File: src/rtl/core/cpse_pkg.sv
package cpse_pkg;

    localparam int COORD_W     = 16;
    localparam int COLOR_W     = 32;
    localparam int HW_W        = 10;
    localparam int INDEX_WIDTH = 16;
    localparam int QBASE_W     = 16;
    localparam int CORNER_W    = 2;
    localparam int CFG_IDX_W   = 2;
    localparam int CFG_DATA_W  = 32;

    // Serial arithmetic sizes.
    localparam int MUL_M_W     = 32;
    localparam int MUL_Q_W     = 20;
    localparam int SQ_W        = 2 * COORD_W;
    localparam int S_W         = SQ_W + 1;
    localparam int QUO_W       = 22;
    localparam int ROOT_W      = QUO_W / 2;
    localparam int SREM_W      = ROOT_W + 1;
    localparam int SUM_W       = COORD_W + 2;
    localparam int OFS_W       = HW_W + 1;
    localparam int CNT_W       = 5;

    localparam int MUL_STEPS   = MUL_Q_W;
    localparam int DIV_STEPS   = QUO_W;
    localparam int SQRT_STEPS  = ROOT_W;

    localparam logic [CNT_W-1:0] MUL_LAST  = CNT_W'(MUL_STEPS - 1);
    localparam logic [CNT_W-1:0] DIV_LAST  = CNT_W'(DIV_STEPS - 1);
    localparam logic [CNT_W-1:0] SQRT_LAST = CNT_W'(SQRT_STEPS - 1);

    localparam logic [INDEX_WIDTH-1:0] VERTS_PER_QUAD = INDEX_WIDTH'(4);
    localparam logic [CORNER_W-1:0]    CORNER_FIRST   = CORNER_W'(0);
    localparam logic [CORNER_W-1:0]    CORNER_LAST    = CORNER_W'(3);

    localparam logic [CFG_IDX_W-1:0] CFG_LINE_COLOR  = CFG_IDX_W'(0);
    localparam logic [CFG_IDX_W-1:0] CFG_HALF_WIDTH  = CFG_IDX_W'(1);
    localparam logic [CFG_IDX_W-1:0] CFG_VERTEX_BASE = CFG_IDX_W'(2);

    localparam logic [COLOR_W-1:0] COLOR_RESET = '1;
    localparam logic [HW_W-1:0]    HW_RESET    = HW_W'(8);

    typedef enum logic [2:0] {
        S_IDLE,
        S_SETUP,
        S_MUL,
        S_MDONE,
        S_DIV,
        S_SQRT,
        S_EMIT
    } t_state;

    typedef enum logic [2:0] {
        MUL_HW2,
        MUL_AX2,
        MUL_AY2,
        MUL_NX,
        MUL_NY
    } t_mul;

    function automatic logic signed [COORD_W-1:0] sat16(input logic signed [SUM_W-1:0] v);
        logic signed [COORD_W-1:0] res;
        if (v > $signed(SUM_W'(32767))) begin
            res = 16'sh7fff;
        end else if (v < -$signed(SUM_W'(32768))) begin
            res = 16'sh8000;
        end else begin
            res = v[COORD_W-1:0];
        end
        return res;
    endfunction

endpackage

File: src/rtl/core/cpse_if.sv
interface cpse_pt_if import cpse_pkg::*; ();
    logic                      valid;
    logic                      ready;
    logic signed [COORD_W-1:0] point_x;
    logic signed [COORD_W-1:0] point_y;
    logic                      last_point;

    modport source(output valid, point_x, point_y, last_point, input ready);
    modport sink(input valid, point_x, point_y, last_point, output ready);
endinterface

interface cpse_vtx_if import cpse_pkg::*; ();
    logic                      valid;
    logic                      ready;
    logic signed [COORD_W-1:0] vert_x;
    logic signed [COORD_W-1:0] vert_y;
    logic [COLOR_W-1:0]        vert_color;
    logic [CORNER_W-1:0]       corner;
    logic [QBASE_W-1:0]        quad_base;
    logic                      last_of_run;

    modport source(output valid, vert_x, vert_y, vert_color, corner, quad_base, last_of_run,
                   input ready);
    modport sink(input valid, vert_x, vert_y, vert_color, corner, quad_base, last_of_run,
                 output ready);
endinterface

interface cpse_cfg_if import cpse_pkg::*; ();
    logic                  valid;
    logic                  ready;
    logic [CFG_IDX_W-1:0]  index;
    logic [CFG_DATA_W-1:0] data;

    modport source(output valid, index, data, input ready);
    modport sink(input valid, index, data, output ready);
endinterface

File: src/rtl/core/closed_polyline_stroke_expander_unit.sv
// A point's beat is taken only while idle; a first point is only stored. Each quad runs
// through setup, the shared bit-serial multiplier (five products), the radix-2 divider
// and the square root, both per axis; its four vertices then leave one per cycle while
// the output is not stalled. A zero-length segment goes from the third product straight
// to the output; a closing point (two quads) adds the quad back to the first point.
// Synchronous active-low reset: polyline state and counter zero, line_color ones, half_width 8.
module closed_polyline_stroke_expander_unit import cpse_pkg::*; (
    input logic         i_clk,
    input logic         i_rst_n,
    cpse_pt_if.sink     i_pt,
    cpse_vtx_if.source  o_vtx,
    cpse_cfg_if.sink    i_cfg
);

    // Control registers.
    t_state                 r_state, n_state;
    logic [CNT_W-1:0]       r_cnt, n_cnt;
    t_mul                   r_mul, n_mul;
    logic                   r_axis, n_axis;
    logic [CORNER_W-1:0]    r_corner, n_corner;
    logic                   r_close, n_close;
    logic [1:0]             r_pseen, n_pseen;
    logic [INDEX_WIDTH-1:0] r_vcnt, n_vcnt;
    logic [COLOR_W-1:0]     r_color, n_color;
    logic [HW_W-1:0]        r_hw, n_hw;
    logic                   r_out_valid, n_out_valid;

    // Points and segment.
    logic signed [COORD_W-1:0] r_fx, n_fx, r_fy, n_fy, r_px, n_px, r_py, n_py;
    logic signed [COORD_W-1:0] r_p1x, n_p1x, r_p1y, n_p1y, r_p2x, n_p2x, r_p2y, n_p2y;
    logic [COORD_W-1:0]        r_ax, n_ax, r_ay, n_ay;
    logic                      r_negx, n_negx, r_negy, n_negy;

    // Arithmetic datapath.
    logic [2*HW_W-1:0]   r_hw2, n_hw2;
    logic [SQ_W-1:0]     r_ax2, n_ax2, r_ay2, n_ay2;
    logic [S_W-1:0]      r_s, n_s;
    logic [MUL_M_W-1:0]  r_acc, n_acc, r_mc, n_mc;
    logic [MUL_Q_W-1:0]  r_mq, n_mq;
    logic [S_W-1:0]      r_rem, n_rem;
    logic [QUO_W-1:0]    r_dsh, n_dsh, r_quo, n_quo, r_srad, n_srad;
    logic [SREM_W-1:0]   r_srem, n_srem;
    logic [ROOT_W-1:0]   r_root, n_root;
    logic [HW_W-1:0]     r_mx, n_mx, r_my, n_my;

    // Output register.
    logic signed [COORD_W-1:0] r_ovx, n_ovx, r_ovy, n_ovy;
    logic [COLOR_W-1:0]        r_ocol, n_ocol;
    logic [CORNER_W-1:0]       r_ocorner, n_ocorner;
    logic [QBASE_W-1:0]        r_obase, n_obase;
    logic                      r_olast, n_olast;

    // Combinational helpers.
    logic [COORD_W:0]          dx, dy, adx, ady;
    logic [MUL_M_W:0]          mul_sum;
    logic [SQ_W-1:0]           prod32;
    logic [S_W-1:0]            s_sum;
    logic [S_W:0]              div_t, div_diff;
    logic                      div_ge;
    logic [QUO_W-1:0]          quo_nx;
    logic [SREM_W+1:0]         sq_rem2, sq_trial, sq_diff;
    logic                      sq_ge;
    logic [ROOT_W-1:0]         root_nx;
    logic [ROOT_W:0]           kp1;
    logic [HW_W-1:0]           m_val;
    logic signed [OFS_W-1:0]   ox, oy, offx, offy;
    logic signed [COORD_W-1:0] bx, by;
    logic [SUM_W-1:0]          sumx, sumy;
    logic                      out_free;

    assign i_pt.ready  = (r_state == S_IDLE);
    assign i_cfg.ready = 1'b1;

    assign o_vtx.valid       = r_out_valid;
    assign o_vtx.vert_x      = r_ovx;
    assign o_vtx.vert_y      = r_ovy;
    assign o_vtx.vert_color  = r_ocol;
    assign o_vtx.corner      = r_ocorner;
    assign o_vtx.quad_base   = r_obase;
    assign o_vtx.last_of_run = r_olast;

    assign out_free = !r_out_valid || o_vtx.ready;

    // Direction p1 - p2 and its magnitude per axis.
    assign dx  = {r_p1x[COORD_W-1], r_p1x} - {r_p2x[COORD_W-1], r_p2x};
    assign dy  = {r_p1y[COORD_W-1], r_p1y} - {r_p2y[COORD_W-1], r_p2y};
    assign adx = dx[COORD_W] ? -dx : dx;
    assign ady = dy[COORD_W] ? -dy : dy;

    // Shift-add multiplier: one multiplier bit per cycle, product ends up in {acc, mq}.
    assign mul_sum = {1'b0, r_acc} + (r_mq[0] ? {1'b0, r_mc} : '0);
    assign prod32  = {r_acc[SQ_W-MUL_Q_W-1:0], r_mq};
    assign s_sum   = {1'b0, r_ax2} + {1'b0, prod32};

    // Restoring divider, one quotient bit per cycle.
    assign div_t    = {r_rem, r_dsh[QUO_W-1]};
    assign div_diff = div_t - {1'b0, r_s};
    assign div_ge   = (div_t >= {1'b0, r_s});
    assign quo_nx   = {r_quo[QUO_W-2:0], div_ge};

    // Digit-by-digit square root, two radicand bits per cycle.
    assign sq_rem2  = {r_srem, r_srad[QUO_W-1:QUO_W-2]};
    assign sq_trial = {1'b0, r_root, 2'b01};
    assign sq_diff  = sq_rem2 - sq_trial;
    assign sq_ge    = (sq_rem2 >= sq_trial);
    assign root_nx  = {r_root[ROOT_W-2:0], sq_ge};

    // The root k is the largest integer with k*k*s <= (2*a*hw)^2; rounding to nearest
    // with ties away from zero then gives (k + 1) / 2.
    assign kp1   = {1'b0, root_nx} + (ROOT_W+1)'(1);
    assign m_val = (kp1[ROOT_W:1] > {1'b0, r_hw}) ? r_hw : kp1[HW_W:1];

    // Corners 0 and 3 sit on p1, corners 2 and 3 take the negated offset.
    assign ox   = r_negx ? -$signed({1'b0, r_mx}) : $signed({1'b0, r_mx});
    assign oy   = r_negy ? -$signed({1'b0, r_my}) : $signed({1'b0, r_my});
    assign bx   = (r_corner[0] ~^ r_corner[1]) ? r_p1x : r_p2x;
    assign by   = (r_corner[0] ~^ r_corner[1]) ? r_p1y : r_p2y;
    assign offx = r_corner[1] ? -oy : oy;
    assign offy = r_corner[1] ? ox : -ox;
    assign sumx = {{2{bx[COORD_W-1]}}, bx} + {{(SUM_W-OFS_W){offx[OFS_W-1]}}, offx};
    assign sumy = {{2{by[COORD_W-1]}}, by} + {{(SUM_W-OFS_W){offy[OFS_W-1]}}, offy};

    always_comb begin
        n_state     = r_state;
        n_cnt       = r_cnt;
        n_mul       = r_mul;
        n_axis      = r_axis;
        n_corner    = r_corner;
        n_close     = r_close;
        n_pseen     = r_pseen;
        n_vcnt      = r_vcnt;
        n_color     = r_color;
        n_hw        = r_hw;
        n_out_valid = r_out_valid;
        n_fx  = r_fx;  n_fy  = r_fy;  n_px  = r_px;  n_py  = r_py;
        n_p1x = r_p1x; n_p1y = r_p1y; n_p2x = r_p2x; n_p2y = r_p2y;
        n_ax  = r_ax;  n_ay  = r_ay;  n_negx = r_negx; n_negy = r_negy;
        n_hw2 = r_hw2; n_ax2 = r_ax2; n_ay2 = r_ay2; n_s = r_s;
        n_acc = r_acc; n_mc = r_mc; n_mq = r_mq;
        n_rem = r_rem; n_dsh = r_dsh; n_quo = r_quo;
        n_srad = r_srad; n_srem = r_srem; n_root = r_root;
        n_mx = r_mx; n_my = r_my;
        n_ovx = r_ovx; n_ovy = r_ovy; n_ocol = r_ocol;
        n_ocorner = r_ocorner; n_obase = r_obase; n_olast = r_olast;

        if (r_out_valid && o_vtx.ready) begin
            n_out_valid = 1'b0;
        end

        case (r_state)
            S_IDLE: begin
                if (i_pt.valid) begin
                    n_px = i_pt.point_x;
                    n_py = i_pt.point_y;
                    if (r_pseen == 2'd0) begin
                        n_fx    = i_pt.point_x;
                        n_fy    = i_pt.point_y;
                        n_pseen = i_pt.last_point ? 2'd0 : 2'd1;
                    end else begin
                        n_p1x   = r_px;
                        n_p1y   = r_py;
                        n_p2x   = i_pt.point_x;
                        n_p2y   = i_pt.point_y;
                        n_close = i_pt.last_point;
                        n_pseen = i_pt.last_point ? 2'd0 : 2'd2;
                        n_state = S_SETUP;
                    end
                end
            end
            S_SETUP: begin
                n_ax    = adx[COORD_W-1:0];
                n_ay    = ady[COORD_W-1:0];
                n_negx  = dx[COORD_W];
                n_negy  = dy[COORD_W];
                n_mc    = MUL_M_W'(r_hw);
                n_mq    = MUL_Q_W'(r_hw);
                n_acc   = '0;
                n_cnt   = '0;
                n_mul   = MUL_HW2;
                n_state = S_MUL;
            end
            S_MUL: begin
                n_acc = mul_sum[MUL_M_W:1];
                n_mq  = {mul_sum[0], r_mq[MUL_Q_W-1:1]};
                n_cnt = r_cnt + 1'b1;
                if (r_cnt == MUL_LAST) begin
                    n_state = S_MDONE;
                end
            end
            S_MDONE: begin
                n_acc = '0;
                n_cnt = '0;
                case (r_mul)
                    MUL_HW2: begin
                        n_hw2   = r_mq;
                        n_mc    = MUL_M_W'(r_ax);
                        n_mq    = MUL_Q_W'(r_ax);
                        n_mul   = MUL_AX2;
                        n_state = S_MUL;
                    end
                    MUL_AX2: begin
                        n_ax2   = prod32;
                        n_mc    = MUL_M_W'(r_ay);
                        n_mq    = MUL_Q_W'(r_ay);
                        n_mul   = MUL_AY2;
                        n_state = S_MUL;
                    end
                    MUL_AY2: begin
                        n_ay2 = prod32;
                        n_s   = s_sum;
                        if (s_sum == '0) begin
                            // A zero-length segment puts all four corners on the point.
                            n_mx     = '0;
                            n_my     = '0;
                            n_corner = CORNER_FIRST;
                            n_state  = S_EMIT;
                        end else begin
                            n_mc    = r_ax2;
                            n_mq    = r_hw2;
                            n_mul   = MUL_NX;
                            n_state = S_MUL;
                        end
                    end
                    MUL_NX, MUL_NY: begin
                        // Dividend is 4 * a^2 * hw^2; the quotient stays below 2^22, so the
                        // top part starts below s.
                        n_rem   = {1'b0, r_acc};
                        n_dsh   = {r_mq, 2'b00};
                        n_quo   = '0;
                        n_axis  = (r_mul == MUL_NY);
                        n_state = S_DIV;
                    end
                    default: begin
                        n_state = S_IDLE;
                    end
                endcase
            end
            S_DIV: begin
                n_rem = div_ge ? div_diff[S_W-1:0] : div_t[S_W-1:0];
                n_dsh = {r_dsh[QUO_W-2:0], 1'b0};
                n_quo = quo_nx;
                n_cnt = r_cnt + 1'b1;
                if (r_cnt == DIV_LAST) begin
                    n_srad  = quo_nx;
                    n_srem  = '0;
                    n_root  = '0;
                    n_cnt   = '0;
                    n_state = S_SQRT;
                end
            end
            S_SQRT: begin
                n_srad = {r_srad[QUO_W-3:0], 2'b00};
                n_srem = sq_ge ? sq_diff[SREM_W-1:0] : sq_rem2[SREM_W-1:0];
                n_root = root_nx;
                n_cnt  = r_cnt + 1'b1;
                if (r_cnt == SQRT_LAST) begin
                    n_cnt = '0;
                    if (!r_axis) begin
                        n_mx    = m_val;
                        n_mc    = r_ay2;
                        n_mq    = r_hw2;
                        n_acc   = '0;
                        n_mul   = MUL_NY;
                        n_state = S_MUL;
                    end else begin
                        n_my     = m_val;
                        n_corner = CORNER_FIRST;
                        n_state  = S_EMIT;
                    end
                end
            end
            S_EMIT: begin
                if (out_free) begin
                    n_out_valid = 1'b1;
                    n_ovx       = sat16(sumx);
                    n_ovy       = sat16(sumy);
                    n_ocol      = r_color;
                    n_ocorner   = r_corner;
                    n_obase     = r_vcnt[QBASE_W-1:0];
                    n_olast     = (r_corner == CORNER_LAST) && !r_close;
                    n_corner    = r_corner + 1'b1;
                    if (r_corner == CORNER_LAST) begin
                        n_vcnt = r_vcnt + VERTS_PER_QUAD;
                        if (r_close) begin
                            // Closing segment runs from the last point back to the first.
                            n_close = 1'b0;
                            n_p1x   = r_p2x;
                            n_p1y   = r_p2y;
                            n_p2x   = r_fx;
                            n_p2y   = r_fy;
                            n_state = S_SETUP;
                        end else begin
                            n_state = S_IDLE;
                        end
                    end
                end
            end
            default: begin
                n_state = S_IDLE;
            end
        endcase

        if (i_cfg.valid) begin
            case (i_cfg.index)
                CFG_LINE_COLOR: begin
                    n_color = i_cfg.data[COLOR_W-1:0];
                end
                CFG_HALF_WIDTH: begin
                    n_hw = i_cfg.data[HW_W-1:0];
                end
                CFG_VERTEX_BASE: begin
                    n_vcnt = INDEX_WIDTH'(i_cfg.data[QBASE_W-1:0]);
                end
                default: begin
                end
            endcase
        end
    end

    always_ff @(posedge i_clk) begin
        if (!i_rst_n) begin
            r_state     <= S_IDLE;
            r_cnt       <= '0;
            r_mul       <= MUL_HW2;
            r_axis      <= 1'b0;
            r_corner    <= CORNER_FIRST;
            r_close     <= 1'b0;
            r_pseen     <= 2'd0;
            r_vcnt      <= '0;
            r_color     <= COLOR_RESET;
            r_hw        <= HW_RESET;
            r_out_valid <= 1'b0;
            r_fx        <= '0;
            r_fy        <= '0;
            r_px        <= '0;
            r_py        <= '0;
        end else begin
            r_state     <= n_state;
            r_cnt       <= n_cnt;
            r_mul       <= n_mul;
            r_axis      <= n_axis;
            r_corner    <= n_corner;
            r_close     <= n_close;
            r_pseen     <= n_pseen;
            r_vcnt      <= n_vcnt;
            r_color     <= n_color;
            r_hw        <= n_hw;
            r_out_valid <= n_out_valid;
            r_fx        <= n_fx;
            r_fy        <= n_fy;
            r_px        <= n_px;
            r_py        <= n_py;
        end
    end

    always_ff @(posedge i_clk) begin
        r_p1x     <= n_p1x;
        r_p1y     <= n_p1y;
        r_p2x     <= n_p2x;
        r_p2y     <= n_p2y;
        r_ax      <= n_ax;
        r_ay      <= n_ay;
        r_negx    <= n_negx;
        r_negy    <= n_negy;
        r_hw2     <= n_hw2;
        r_ax2     <= n_ax2;
        r_ay2     <= n_ay2;
        r_s       <= n_s;
        r_acc     <= n_acc;
        r_mc      <= n_mc;
        r_mq      <= n_mq;
        r_rem     <= n_rem;
        r_dsh     <= n_dsh;
        r_quo     <= n_quo;
        r_srad    <= n_srad;
        r_srem    <= n_srem;
        r_root    <= n_root;
        r_mx      <= n_mx;
        r_my      <= n_my;
        r_ovx     <= n_ovx;
        r_ovy     <= n_ovy;
        r_ocol    <= n_ocol;
        r_ocorner <= n_ocorner;
        r_obase   <= n_obase;
        r_olast   <= n_olast;
    end

    // The partial remainder never reaches the divisor.
    a_div_rem_bound: assert property (@(posedge i_clk) disable iff (!i_rst_n)
        (r_state == S_DIV) |-> (r_rem < r_s))
        else $error("divider remainder not below divisor");

    // The root can never exceed twice the half width, since |a| <= sqrt(s).
    a_root_bound: assert property (@(posedge i_clk) disable iff (!i_rst_n)
        (r_state == S_SQRT && r_cnt == SQRT_LAST) |=> (r_root <= {r_hw, 1'b0}))
        else $error("square root beyond twice the half width");

    // A new point is never taken while the closing quad is still pending.
    a_no_accept_pending: assert property (@(posedge i_clk) disable iff (!i_rst_n)
        (i_pt.valid && i_pt.ready) |-> !r_close)
        else $error("point accepted with closing quad pending");

    // The end of a run is only ever flagged on the last corner of a quad.
    a_last_on_corner3: assert property (@(posedge i_clk) disable iff (!i_rst_n)
        (o_vtx.valid && o_vtx.last_of_run) |-> (o_vtx.corner == CORNER_LAST))
        else $error("run end flagged on a corner other than the last");

endmodule
File: src/flat_wrapper.sv
// flat-port wrapper written by rule: the top's interface ports become plain ports
module closed_polyline_stroke_expander_unit_flat import cpse_pkg::*;
  (i_clk, i_rst_n, i_pt_valid, i_pt_point_x, i_pt_point_y, i_pt_last_point, i_pt_ready, o_vtx_valid, o_vtx_vert_x, o_vtx_vert_y, o_vtx_vert_color, o_vtx_corner, o_vtx_quad_base, o_vtx_last_of_run, o_vtx_ready, i_cfg_valid, i_cfg_index, i_cfg_data, i_cfg_ready);
  cpse_pt_if i_pt_i ();
  cpse_vtx_if o_vtx_i ();
  cpse_cfg_if i_cfg_i ();
  input logic i_clk;
  input logic i_rst_n;
  input wire logic [$bits(i_pt_i.valid)-1:0] i_pt_valid;
  input wire logic [$bits(i_pt_i.point_x)-1:0] i_pt_point_x;
  input wire logic [$bits(i_pt_i.point_y)-1:0] i_pt_point_y;
  input wire logic [$bits(i_pt_i.last_point)-1:0] i_pt_last_point;
  output wire logic [$bits(i_pt_i.ready)-1:0] i_pt_ready;
  output wire logic [$bits(o_vtx_i.valid)-1:0] o_vtx_valid;
  output wire logic [$bits(o_vtx_i.vert_x)-1:0] o_vtx_vert_x;
  output wire logic [$bits(o_vtx_i.vert_y)-1:0] o_vtx_vert_y;
  output wire logic [$bits(o_vtx_i.vert_color)-1:0] o_vtx_vert_color;
  output wire logic [$bits(o_vtx_i.corner)-1:0] o_vtx_corner;
  output wire logic [$bits(o_vtx_i.quad_base)-1:0] o_vtx_quad_base;
  output wire logic [$bits(o_vtx_i.last_of_run)-1:0] o_vtx_last_of_run;
  input wire logic [$bits(o_vtx_i.ready)-1:0] o_vtx_ready;
  input wire logic [$bits(i_cfg_i.valid)-1:0] i_cfg_valid;
  input wire logic [$bits(i_cfg_i.index)-1:0] i_cfg_index;
  input wire logic [$bits(i_cfg_i.data)-1:0] i_cfg_data;
  output wire logic [$bits(i_cfg_i.ready)-1:0] i_cfg_ready;
  assign i_pt_i.valid = i_pt_valid;
  assign i_pt_i.point_x = i_pt_point_x;
  assign i_pt_i.point_y = i_pt_point_y;
  assign i_pt_i.last_point = i_pt_last_point;
  assign i_pt_ready = i_pt_i.ready;
  assign o_vtx_valid = o_vtx_i.valid;
  assign o_vtx_vert_x = o_vtx_i.vert_x;
  assign o_vtx_vert_y = o_vtx_i.vert_y;
  assign o_vtx_vert_color = o_vtx_i.vert_color;
  assign o_vtx_corner = o_vtx_i.corner;
  assign o_vtx_quad_base = o_vtx_i.quad_base;
  assign o_vtx_last_of_run = o_vtx_i.last_of_run;
  assign o_vtx_i.ready = o_vtx_ready;
  assign i_cfg_i.valid = i_cfg_valid;
  assign i_cfg_i.index = i_cfg_index;
  assign i_cfg_i.data = i_cfg_data;
  assign i_cfg_ready = i_cfg_i.ready;
  closed_polyline_stroke_expander_unit u_core (.i_clk(i_clk), .i_rst_n(i_rst_n), .i_pt(i_pt_i), .o_vtx(o_vtx_i), .i_cfg(i_cfg_i));
endmodule
File: config.mk
export PLATFORM = sky130hd
export DESIGN_NAME = closed_polyline_stroke_expander_unit_flat
export DESIGN_NICKNAME = d
export VERILOG_FILES = /design/src/rtl/core/cpse_pkg.sv /design/src/rtl/core/cpse_if.sv /design/src/rtl/core/closed_polyline_stroke_expander_unit.sv /design/src/flat_wrapper.sv
export SDC_FILE = /design/constraint.sdc
export NUM_CORES = 1
export LEC_CHECK = 0
export ABC_AREA = 1
export BUFFER_PORTS_ARGS = -buffer_cell sky130_fd_sc_hd__buf_2
export CAP_MARGIN = 20
export CELL_PAD_IN_SITES_DETAIL_PLACEMENT = 1
export CELL_PAD_IN_SITES_GLOBAL_PLACEMENT = 2
export CORE_MARGIN = 10
export CORE_UTILIZATION = 40
export CTS_BUF_LIST = sky130_fd_sc_hd__clkbuf_2 sky130_fd_sc_hd__clkbuf_4 sky130_fd_sc_hd__clkbuf_8
export DETAILED_ROUTE_END_ITERATION = 16
export PLACE_DENSITY_LB_ADDON = 0.05
export SYNTH_ARGS = -nofsm -noshare
export SYNTH_HDL_FRONTEND = slang
export SYNTH_SLANG_ARGS = --single-unit
File: constraint.sdc
create_clock -name i_clk -period 7.1 [get_ports i_clk]
set_input_delay 1.065 -clock i_clk [delete_from_list [all_inputs] [get_ports i_clk]]
set_output_delay 1.065 -clock i_clk [all_outputs]
set_load 0.01 [all_outputs]
==> results of run 1 <==
flip-flops by register name (all words and copies together), names as in the netlist, 20 cells and up:
name and flops:
u_core.r_acc 32, u_core.r_quo 21, u_core.r_color 32, u_core.r_rem 33, u_core.r_mc 32, u_core.r_hw2 20, u_core.r_srad 22, u_core.r_mq 20
u_core.o_vtx.vert_color 32, u_core.r_dsh 20, u_core.r_ay2 32, u_core.r_s 33, u_core.r_ax2 32
logic make-up after synthesis:
| family | count (synthesis) | synth area share |
|---|---|---|
| fa+ha+maj | 203 | 0.0690 |
| simple gates | 1882 | 0.205 |
| xor+xnor | 166 | 0.0387 |
| other cells | 1 | 0.0000999 |
| buf+inv | 765 | 0.0781 |
| flops | 661 | 0.491 |
| compound gates | 792 | 0.118 |
through the flow:
stage	utilization	worst slack (ns)	hold WS, ns
floorplan	-	0.863	0.403
global placement	0.427	2.20	0.412
detailed placement	0.427	2.11	0.412
CTS	0.455	2.06	0.415
global route	0.456	1.48	0.439
finish	0.456	2.08	0.431
metal layers:
metal / share of wire / GRT usage / vias up
li1: - / - / 15186
met1: 0.44 / 0.265 / 14682
met2: 0.50 / 0.390 / 398
met3: 0.029 / 0.0306 / 166
met4: 0.027 / 0.0647 / 2
met5: 0.00011 / 0 / -
placed cells by master (no fill, tap or decap), drive strengths merged, types with 153 or more instances in the layout:
cell type,count
nand2,1252
inv,638
edfxtp,521
nor2,351
a21oi,333
o21ai,293
buf,199
ha,196
clkbuf,183
nand3,153
worst reg2reg max path: stages, from the launching register on:
cell and delay, ns:
edfxtp_1 0.42, inv_1 0.10, ha_1 0.36, nand2_1 0.10
o21ai_2 0.18, nand3_1 0.09, nand2_1 0.10, nand3_1 0.09
nand3_2 0.38, ha_1 0.28, nand3_1 0.11, nor2_1 0.19
nand4_1 0.14, nor2_1 0.14, xor2_1 0.27, ha_1 0.19
nand2_1 0.08, o41ai_1 0.80, nand2_2 0.35, o21ai_0 0.29
nor2_1 0.09
final timing paths:
path	startpoint	cells past startpoint	to	slack, ns
worst max register to register	u_core.r_root[1]	20	u_core.r_mx[7]	2.08
worst min register to register	u_core.r_vcnt[0]	0	u_core.o_vtx.quad_base[0]	0.43
worst min-delay path	u_core.r_vcnt[0]	0	u_core.o_vtx.quad_base[0]	0.43
worst max-delay path	u_core.r_root[1]	20	u_core.r_mx[7]	2.08
layout make-up:
cell class                 count  area share
sequential                   661       0.434
multi-input combinational   3044       0.384
inverter                     638      0.0564
clock buffer                 183      0.0530
tap                         1254      0.0370
timing repair buffer         199      0.0260
clock inverter                40     0.00943
antenna                        3    0.000177
power breakdown:
part / switching (µW) / total, µW / internal [µW]
Combinational: 1120 / 1660 / 540
Sequential: 96.7 / 4510 / 4420
Clock: 1690 / 3970 / 2280
==> impl_metrics.env, run 1 <==
export IMPL_power_leakage_uw=0.0193
export IMPL_path_buf_inv=1
export IMPL_drtIter0Drc=1601
export IMPL_grt_max_degree=98
export IMPL_fillers=11209
export IMPL_p_total_uw=10100
export IMPL_io_pins=158
export IMPL_core_area_mm2=0.0932
export IMPL_nets=4938
export IMPL_antenna_found_initial=5
export IMPL_grt_pass1_wl_um=184000
export IMPL_io_buffers=156
export IMPL_period_minus_slack_ns=5.02
export IMPL_grt_total_usage=0.216
export IMPL_arrival_ns=5.52
export IMPL_cts_repair_resized=0
export IMPL_worstPathRequired_ns=7.61
export IMPL_rsz0062_at_grt="no"
export IMPL_cap_violations=0
export IMPL_final_layout_size_suffix_gt1_frac=0.102
export IMPL_yosysMostFrequentCell="nand2_1"
export IMPL_regArea_mm2=0.0184
export IMPL_start_util=0.403
export IMPL_p_per_area_mw_per_mm2=239
export IMPL_dpl_cell_count=5795
export IMPL_critPathKind="register to register"
export IMPL_design_die_area_mm2=0.107
export IMPL_ys_flop_type="edfxtp_1"
export IMPL_postCtsHoldBufs=0
export IMPL_wl_per_cell_um=19.5
export IMPL_vias=30434
export IMPL_finalSetupViolations=0
export IMPL_cts_tree="yes"
export IMPL_post_route_cell_area_mm2=0.0425
export IMPL_cts_made_buffers=119
export IMPL_crit_family="simple AND/OR/NAND/NOR gates"
export IMPL_ys_ff_latch=661
export IMPL_slew_viol_final=0
export IMPL_tns_ns=0
export IMPL_ys_seq_area_frac=0.491
export IMPL_hold_viol_final=0
export IMPL_critPathMaxFanout=27
export IMPL_stdcell_count=6022
export IMPL_drc=0
export IMPL_dpl_cell_area_mm2=0.0398
export IMPL_yosysUniqueCellTypes=55
export IMPL_fin_crit_sh=0.707
export IMPL_areaGrowthSynthToFinish_pct=13.1
export IMPL_finClkSkew_ns=0.0331
export IMPL_cp_slowest_stage_delay_ns=0.80
export IMPL_worstMarginPinSlew_ns=1.02
export IMPL_overflow=0
export IMPL_hold_class="register to register"
export IMPL_worstSetupEndpointType="register"
export IMPL_slew_headroom=0.315
export IMPL_syn_avg_cell_area_um2=8.40
export IMPL_syn_nets=4745
export IMPL_die_w_um=326
export IMPL_crit_chain="inv_1 > ha_1 > nand2_1 > o21ai_2 > nand3_1 > nand2_1 > nand3_1 > nand3_2 > ha_1 > nand3_1 > nor2_1 > nand4_1 > nor2_1 > xor2_1 > ha_1 > nand2_1 > o41ai_1 > nand2_2 > o21ai_0 > nor2_1"
export IMPL_place_congestion=0.850
export IMPL_num_rows=112
export IMPL_firstDrtPassIters=5
export IMPL_synth_warnings=0
export IMPL_clk_pin_slew_ns=0.06
export IMPL_insertion_delay_ns=0.79
export IMPL_cts_sinks=661
export IMPL_root_buffer="clkbuf_8"
export IMPL_synthesis_area_mm2=0.0376
export IMPL_post_synth_top_area_fraction=0.417
export IMPL_cpMaxStageDelayCell="o41ai_1"
export IMPL_ir_worst_vdd_mv=0.189
export IMPL_place_hpwl_um=88500
export IMPL_start_kind="register"
export IMPL_ant_nets=0
export IMPL_fmax_mhz=199
export IMPL_wl_um=117000
export IMPL_synthTopCellsByArea="edfxtp_1 42%, nand2_1 12%, dfxtp_1 7.5%"
export IMPL_synth_area_leader_cell="edfxtp_1"
export IMPL_die_y_um=326
export IMPL_status="complete, no violations"
export IMPL_clockBufferDepth=3
export IMPL_synthArstFlopShare=0
export IMPL_synthCells=4470
export IMPL_post_cts_setup_buffers=0
export IMPL_multi_input_area_mm2=0.0163
export IMPL_synth_edf_count=521
export IMPL_routed_via_density=5.05
export IMPL_cts_htree_levels=3
export IMPL_synth_top_cells_by_count="1226 x nand2_1, 631 x inv_1, 521 x edfxtp_1"
export IMPL_first_global_vias=31815
No activity file was read; power rests on OpenSTA's default activity.
==> run 2, diff against run 1 <==
Clock period 7.1 ns to 5.1 ns, I/O delays scaled along.
==> run 2 against run 1 <==
  * Sequential cell count unchanged
  * Cell count about the same
  * Maximum frequency up 13%
==> impl_metrics.env, run 2 (same netlist as run 1, synthesis figures left out) <==
export IMPL_status="complete, no violations"
export IMPL_fin_ws_ns=0.655
export IMPL_core_area_mm2=0.0932
export IMPL_ant_nets=0
export IMPL_drc=0
export IMPL_io_pins=158
export IMPL_slew_viol_final=0
export IMPL_vias=30324
export IMPL_die_y_um=326
export IMPL_cp_common_cell="nand2_1"
export IMPL_worstSetupEndpointType="register"
export IMPL_fin_crit_sh=0.872
export IMPL_areaGrowthSynthToFinish_pct=12.7
export IMPL_cap_violations=0
export IMPL_clk_pin_slew_ns=0.07
export IMPL_overflow=0
export IMPL_critPathKind="register to register"
export IMPL_nets=4944
export IMPL_firstDrtPassIters=5
export IMPL_start_kind="register"
export IMPL_busiest_layer="met2"
export IMPL_first_global_vias=31790
export IMPL_fmax_mhz=225
export IMPL_root_buffer="clkbuf_8"
export IMPL_layout_common_cells="1223 x nand2_1, 631 x inv_1, 521 x edfxtp_1"
export IMPL_cp_slowest_stage_delay_ns=0.43
export IMPL_wl_um=117000
export IMPL_routed_via_density=5.03
export IMPL_hold_class="input port to register"
export IMPL_place_hpwl_um=88200
export IMPL_postLayoutCoreUtil=0.454
export IMPL_worstPathRequired_ns=5.57
export IMPL_tns_ns=0
export IMPL_finClkSkew_ns=0.0479
export IMPL_cts_made_buffers=117
export IMPL_p_per_area_mw_per_mm2=326
export IMPL_cts_tree="yes"
export IMPL_use_met3=0.0304
export IMPL_start_util=0.403
export IMPL_top_regs="u_core.r_rem x33, u_core.r_s x33"
export IMPL_hold_viol_final=0
export IMPL_wl_per_cell_um=19.4
export IMPL_arrival_ns=4.91
export IMPL_grtUsageMet2=0.386
export IMPL_slew_headroom=0.351
export IMPL_rsz0062_at_grt="no"
export IMPL_ir_worst_vdd_mv=0.228
export IMPL_cts_htree_levels=3
export IMPL_gr_usage_met1=0.269
export IMPL_grt_pass1_wl_um=183000
export IMPL_period_minus_slack_ns=4.45
export IMPL_num_rows=112
export IMPL_antenna_found_initial=3
export IMPL_clockBufferDepth=3
export IMPL_final_common_cell="nand2_1"
export IMPL_critPathMaxFanout=16
export IMPL_place_ws_ns=0.506
export IMPL_drtIter0Drc=1448
export IMPL_design_die_area_mm2=0.107
export IMPL_die_w_um=326
export IMPL_place_congestion=0.839
export IMPL_postCtsHoldBufs=0
export IMPL_grt_total_usage=0.216
export IMPL_io_buffers=156
export IMPL_cpMaxStageDelayCell="edfxtp_1"
export IMPL_finalSetupViolations=0
export IMPL_final_layout_size_suffix_gt1_frac=0.0996
export IMPL_insertion_delay_ns=0.78
export IMPL_grt_max_degree=87
export IMPL_power_leakage_uw=0.0192
export IMPL_worstMarginPinSlew_ns=0.963
export IMPL_cts_sinks=661
[run 2: cell count changes in the layout (fill, tap and decap cells not counted), moves of 2 or more]
cell | previous run | this run
clkinv_1 | 15 | 34
clkinv_2 | 14 | 18
buf_4 | 44 | 51
clkinv_4 | 2 | 0
clkbuf_4 | 43 | 36
inv_6 | 5 | 2
clkbuf_8 | 140 | 125
clkinv_8 | 0 | 2
[run 2: final cells by class]
| class | instances | area (µm²) |
|---|---|---|
| clock inverter | 59 | 459 |
| sequential | 661 | 18400 |
| multi-input combinational | 3044 | 16300 |
| tap | 1254 | 1570 |
| inverter | 638 | 2400 |
| fill | 11204 | 50900 |
| antenna | 2 | 5.00 |
| timing repair buffer | 207 | 1180 |
| clock buffer | 161 | 1990 |
[run 2: metal layers]
| layer | wire length [µm] | part of all wire |
|---|---|---|
| met1 | 51600 | 0.44 |
| met4 | 2840 | 0.024 |
| met3 | 3860 | 0.033 |
| met5 | 17 | 0.00015 |
| met2 | 58900 | 0.50 |
[run 2: timing repair]
action                     CTS  global route
gates resized for setup      0             1
setup buffers                0             0
setup endpoints to repair    0            20
[run 2: path summary, 6_finish.rpt]
check	slack [ns]	startpoint	cells past startpoint	end
max	0.65	u_core.r_root[1]	28	u_core.r_my[6]
min	0.20	i_cfg_data[20]	3	u_core.r_color[20]
max reg2reg	0.65	u_core.r_root[1]	28	u_core.r_my[6]
min reg2reg	0.43	u_core.r_color[23]	0	u_core.o_vtx.vert_color[23]
[run 2: stage by stage]
step	total power, µW	std cells	cell area, µm²	hold WS (ns)
after global placement	8680	5804	39900	0.412
after floorplan	8010	4470	37600	0.403
final	13800	6026	42300	0.205
after global routing	14600	6026	42300	0.147
after CTS	14000	6024	42300	0.111
after detailed placement	8720	5804	39900	0.418
[run 2: critical path, delay by kind of cell (launching register included)]
kind	cells	cell delay, ns
flops	1	0.43
fa+ha+maj	3	0.86
buf+inv	4	0.30
compound gates	5	0.83
simple gates	16	1.74
[run 2: power breakdown]
part | total, µW | internal [µW] | switching (µW)
clock network | 5210 | 2840 | 2370
registers | 6280 | 6150 | 133
logic | 2320 | 757 | 1560
